### src/aabb_affine_transform_defines.svh
// Assertion macros for the AABB affine transform block.
// Expects clk and arst_n in the scope where a macro is used.
`ifndef AABB_AFFINE_TRANSFORM_DEFINES_SVH
`define AABB_AFFINE_TRANSFORM_DEFINES_SVH

`ifndef SYNTHESIS
`define AAT_ASSERT_NOW(label, ante, cons) \
	label: assert property (@(posedge clk) disable iff (!arst_n) (ante) |-> (cons)) \
	else $error("aat: assertion failed");
`define AAT_ASSERT_NEXT(label, ante, cons) \
	label: assert property (@(posedge clk) disable iff (!arst_n) (ante) |=> (cons)) \
	else $error("aat: assertion failed");
`else
`define AAT_ASSERT_NOW(label, ante, cons)
`define AAT_ASSERT_NEXT(label, ante, cons)
`endif

`endif

### src/aat_pkg.sv
// Shared types and constants for the AABB affine transform block.
// No dependencies.
`default_nettype none

package aat_pkg;

	localparam int NUM_AXES  = 3;
	localparam int ROW_LEN   = 4;
	localparam int NUM_COEFS = NUM_AXES * ROW_LEN;
	localparam int COEF_W    = 32;
	localparam int IDX_W     = 4;

	typedef logic signed [COEF_W-1:0] q_t;

	localparam logic MODE_LOAD = 1'b0;
	localparam logic MODE_BOX  = 1'b1;

	localparam q_t S32_MAX = 32'sh7FFF_FFFF;
	localparam q_t S32_MIN = 32'sh8000_0000;

	typedef struct packed {
		logic en_s1;
		logic en_s2;
		logic en_s3;
	} stage_en_t;

	typedef struct packed {
		q_t   out_min_x;
		q_t   out_min_y;
		q_t   out_min_z;
		q_t   out_max_x;
		q_t   out_max_y;
		q_t   out_max_z;
		logic box_valid;
	} res_t;

endpackage

`default_nettype wire

### src/aat_merge.sv
// Merge stage: saturates the lane sums, substitutes the empty box, holds the result.
// Depends on aat_pkg.
`default_nettype none

module aat_merge import aat_pkg::*; #(
	parameter  int FRAC_BITS = 16,
	localparam int SUM_W     = 2 * COEF_W - FRAC_BITS + 2
) (
	input  logic                    clk,
	input  logic                    en_out,
	input  logic                    box_ok,
	input  logic signed [SUM_W-1:0] sum_min [NUM_AXES],
	input  logic signed [SUM_W-1:0] sum_max [NUM_AXES],
	output res_t                    res
);

	localparam logic signed [SUM_W-1:0] SAT_HI = SUM_W'(S32_MAX);
	localparam logic signed [SUM_W-1:0] SAT_LO = SUM_W'(S32_MIN);

	q_t   mn [NUM_AXES];
	q_t   mx [NUM_AXES];
	res_t res_q;

	function automatic q_t sat32(input logic signed [SUM_W-1:0] v);
		q_t r;
		if (v > SAT_HI) begin
			r = S32_MAX;
		end else if (v < SAT_LO) begin
			r = S32_MIN;
		end else begin
			r = v[COEF_W-1:0];
		end
		return r;
	endfunction

	always_comb begin
		for (int a = 0; a < NUM_AXES; a++) begin
			if (box_ok) begin
				mn[a] = sat32(sum_min[a]);
				mx[a] = sat32(sum_max[a]);
			end else begin
				mn[a] = S32_MAX;
				mx[a] = S32_MIN;
			end
		end
	end

	always_ff @(posedge clk) begin
		if (en_out) begin
			res_q.out_min_x <= mn[0];
			res_q.out_min_y <= mn[1];
			res_q.out_min_z <= mn[2];
			res_q.out_max_x <= mx[0];
			res_q.out_max_y <= mx[1];
			res_q.out_max_z <= mx[2];
			res_q.box_valid <= box_ok;
		end
	end

	assign res = res_q;

endmodule

`default_nettype wire

### config.mk
export PLATFORM = sky130hd
export DESIGN_NAME = aat_merge
export DESIGN_NICKNAME = d
export VERILOG_FILES = /design/src/aabb_affine_transform_defines.svh /design/src/aat_pkg.sv /design/src/aat_merge.sv
export SDC_FILE = /design/constraint.sdc
export NUM_CORES = 1
export LEC_CHECK = 0
export ABC_CLOCK_PERIOD_IN_PS = 2450
export BUFFER_PORTS_ARGS = -buffer_cell sky130_fd_sc_hd__buf_4
export CORE_AREA = 2 2 192 194
export DETAILED_ROUTE_END_ITERATION = 12
export DIE_AREA = 0 0 194 196
export HOLD_SLACK_MARGIN = 0.08
export MAX_ROUTING_LAYER = met4
export PLACE_DENSITY = 0.52
export SLEW_MARGIN = 20
export SYNTH_ARGS = -nofsm -noshare
export SYNTH_HDL_FRONTEND = slang
export SYNTH_SLANG_ARGS = --single-unit
### constraint.sdc
create_clock -name clk -period 2.45 [get_ports clk]
set_input_delay 0.6125 -clock clk [delete_from_list [all_inputs] [get_ports clk]]
set_output_delay 0.6125 -clock clk [all_outputs]
set_load 0.05 [all_outputs]
==> impl_metrics.tcl <==
set metrics [dict create \
    rows 70 \
    port_buffers 495 \
    drc 0 \
    hold_start "sum_min[61]" \
    synth_common_cells "edfxtp_1 (193), a21o_1 (93), o21a_1 (93)" \
    stdcell_count 1499 \
    final_core_util_pct 36.2 \
    yosysTopAreaCell "edfxtp_1" \
    hold_buffers 0 \
    cp.required_ns 2.65 \
    final_hold_viol_count 0 \
    area_growth_pct 64.1 \
    vias 6621 \
    largest_reg_flops 193 \
    maxSlewViolCount 0 \
    cts_tree "done" \
    h-tree-depth 4 \
    yosys.area.top_type_share_pct 72.9 \
    cts_made_buffers 17 \
    fin_hold_ws_ns 0.435 \
    peakVddDrop_uv 454 \
    grt_overflow 0 \
    ys_seq_area_share_pct 72.9 \
    syn-num-nets 809 \
    cts_setup_buffers 0 \
    cp_cell_sequence "buf_4 > or4_1 > nor3_1 > buf_4 > a31oi_4 > buf_12 > a21o_1" \
    async_reset_ff_share_pct 0 \
    ant_nets 0 \
    netlist_instances 506 \
    ys_seq_elements 193 \
    synth_cell_types 23 \
    drt-total-wl_microns 29000 \
    ios 496 \
    cts_root_buf "clkbuf_16" \
    max-clock-path-buffers 2 \
    syn_avg_cell_area_sq_um 15.7 \
    drtIter0Drc 251 \
    yosysWarnings 0 \
    nFillCells 3555 \
    fmax_ghz 0.536 \
    die_w_microns 194 \
    final_area_sq_um 13000 \
    rsz0062_at_grt "false" \
    synth_edf_count 193 \
    holdCritPathClass "in -> reg" \
    grtUsageTotal_pct 15.2 \
    dieArea_sq_um 38000 \
    dp_slack_ns 0.116 \
    gp_congestion 0.847 \
    cts.reportedPaths.clkPinSlew_ns 0.07 \
    critPathMaxFanout 26 \
    path_class "in -> reg" \
    drive_gt1_share_pct 55.7 \
    synth_area_sq_um 7950 \
    critPathMaxStageDelay_ns 0.57 \
    total_power_mw 8.95 \
    outcome "completed" \
    cap_violations 0 \
    setup_ws_ns 0.583 \
    fin_nets 1321 \
    p_leak_nw 5.48 \
    synth.area.top_cells "edfxtp_1 (73%), a21o_1 (8.8%), o21a_1 (8.8%), nand4_1 (1.9%), nor4_1 (1.7%)" \
    synthFlopType "edfxtp_1" \
    min_to "res[140]" \
    cp_slowest_cell "or4_1" \
    synth.most_common_cell "edfxtp_1" \
    crit_family "simple AND/OR/NAND/NOR gates" \
    grt_pass1_vias 6890 \
    grt_max_degree 50 \
    grt_pass1_wl_microns 42000 \
    fin_crit_ns 1.87 \
    min_delay_path_depth 2 \
    hpwlAfterDp_microns 22500 \
    dr.pass1.iters 4 \
    placed_area_sq_um 12500 \
    viasPerCell 4.42 \
    slew_headroom_pct 67.0 \
    end_kind "flop" \
    pwr_density_cell_nw_per_um2 686 \
    fp.dieH_microns 196 \
    cts.repair.resized 0 \
    setup_viol 0 \
    finalCritPeriodShare_pct 76.2 \
    cp_common_cell "buf_4" \
    initial_utilization_pct 22.0 \
    coreArea_sq_um 36100 \
    clock-sinks 193 \
    cp-start-kind "input pin" \
    wl_per_cell_microns 19.4 \
    fin_setup_tns_ns 0 \
    n_antenna_cell 0 \
    antenna_found_initial 1 \
    dp_cells 1467 \
    worst_pin_slew_ns 0.491 \
    crit_arrival_ns 2.07 \
    crit_buf_inv 3 \
]
[worst max path at each step]
stage,startpoint,to,cells after the start
after floorplan,sum_min[148],res[162],5
after global placement,sum_min[148],res[162],7
after detailed placement,sum_min[148],res[172],7
after CTS,sum_min[148],res[166],7
after global routing,sum_min[148],res[166],7
final,sum_min[148],res[172],7
[cell usage in the layout (no fill, tap or decap), drive strengths merged, types with 4 or more instances in the layout]
cell type / synthesis / final
buf: 19 / 529
nor4: 21 / 21
clkbuf: 18 / 19
a21o: 93 / 93
nand4: 24 / 24
or4: 7 / 7
edfxtp: 193 / 193
o21a: 93 / 93
and3: 4 / 4
clkinv: 0 / 7
o21ai: 6 / 6
a31oi: 4 / 4
[per-layer routing]
layer | vias to the layer above | global-route usage (%) | routed length (microns)
met5 | - | - | 0
li1 | 3057 | - | -
met1 | 3193 | 17.9 | 12000
met2 | 345 | 24.8 | 14200
met3 | 26 | 5.26 | 2380
met4 | 0 | 4.18 | 434
[power breakdown]
| group | switching (mW) | leakage [nW] | internal, mW |
|---|---|---|---|
| Combinational | 1.38 | 3.32 | 0.776 |
| Clock | 1.29 | 0.273 | 1.50 |
| Sequential | 0.0799 | 1.89 | 3.92 |
[final cells by class]
class	instances	area, sq um	area share (%)
clock buffer	18	429	3.29
sequential	193	5800	44.4
multi-input combinational	276	2030	15.5
tap	468	586	4.49
clock inverter	14	136	1.05
timing repair buffer	530	4070	31.2
[kinds of logic (layout without fill, tap and decap cells)]
kind of cell	count (synthesis)	in the layout	share of synthesized area, %
AO/OA/AOI/OAI	198	198	18.5
flip-flops	193	193	72.9
AND/OR/NAND/NOR	78	78	6.23
buffers and inverters	37	562	2.36
(Power assumes the default switching activity.)
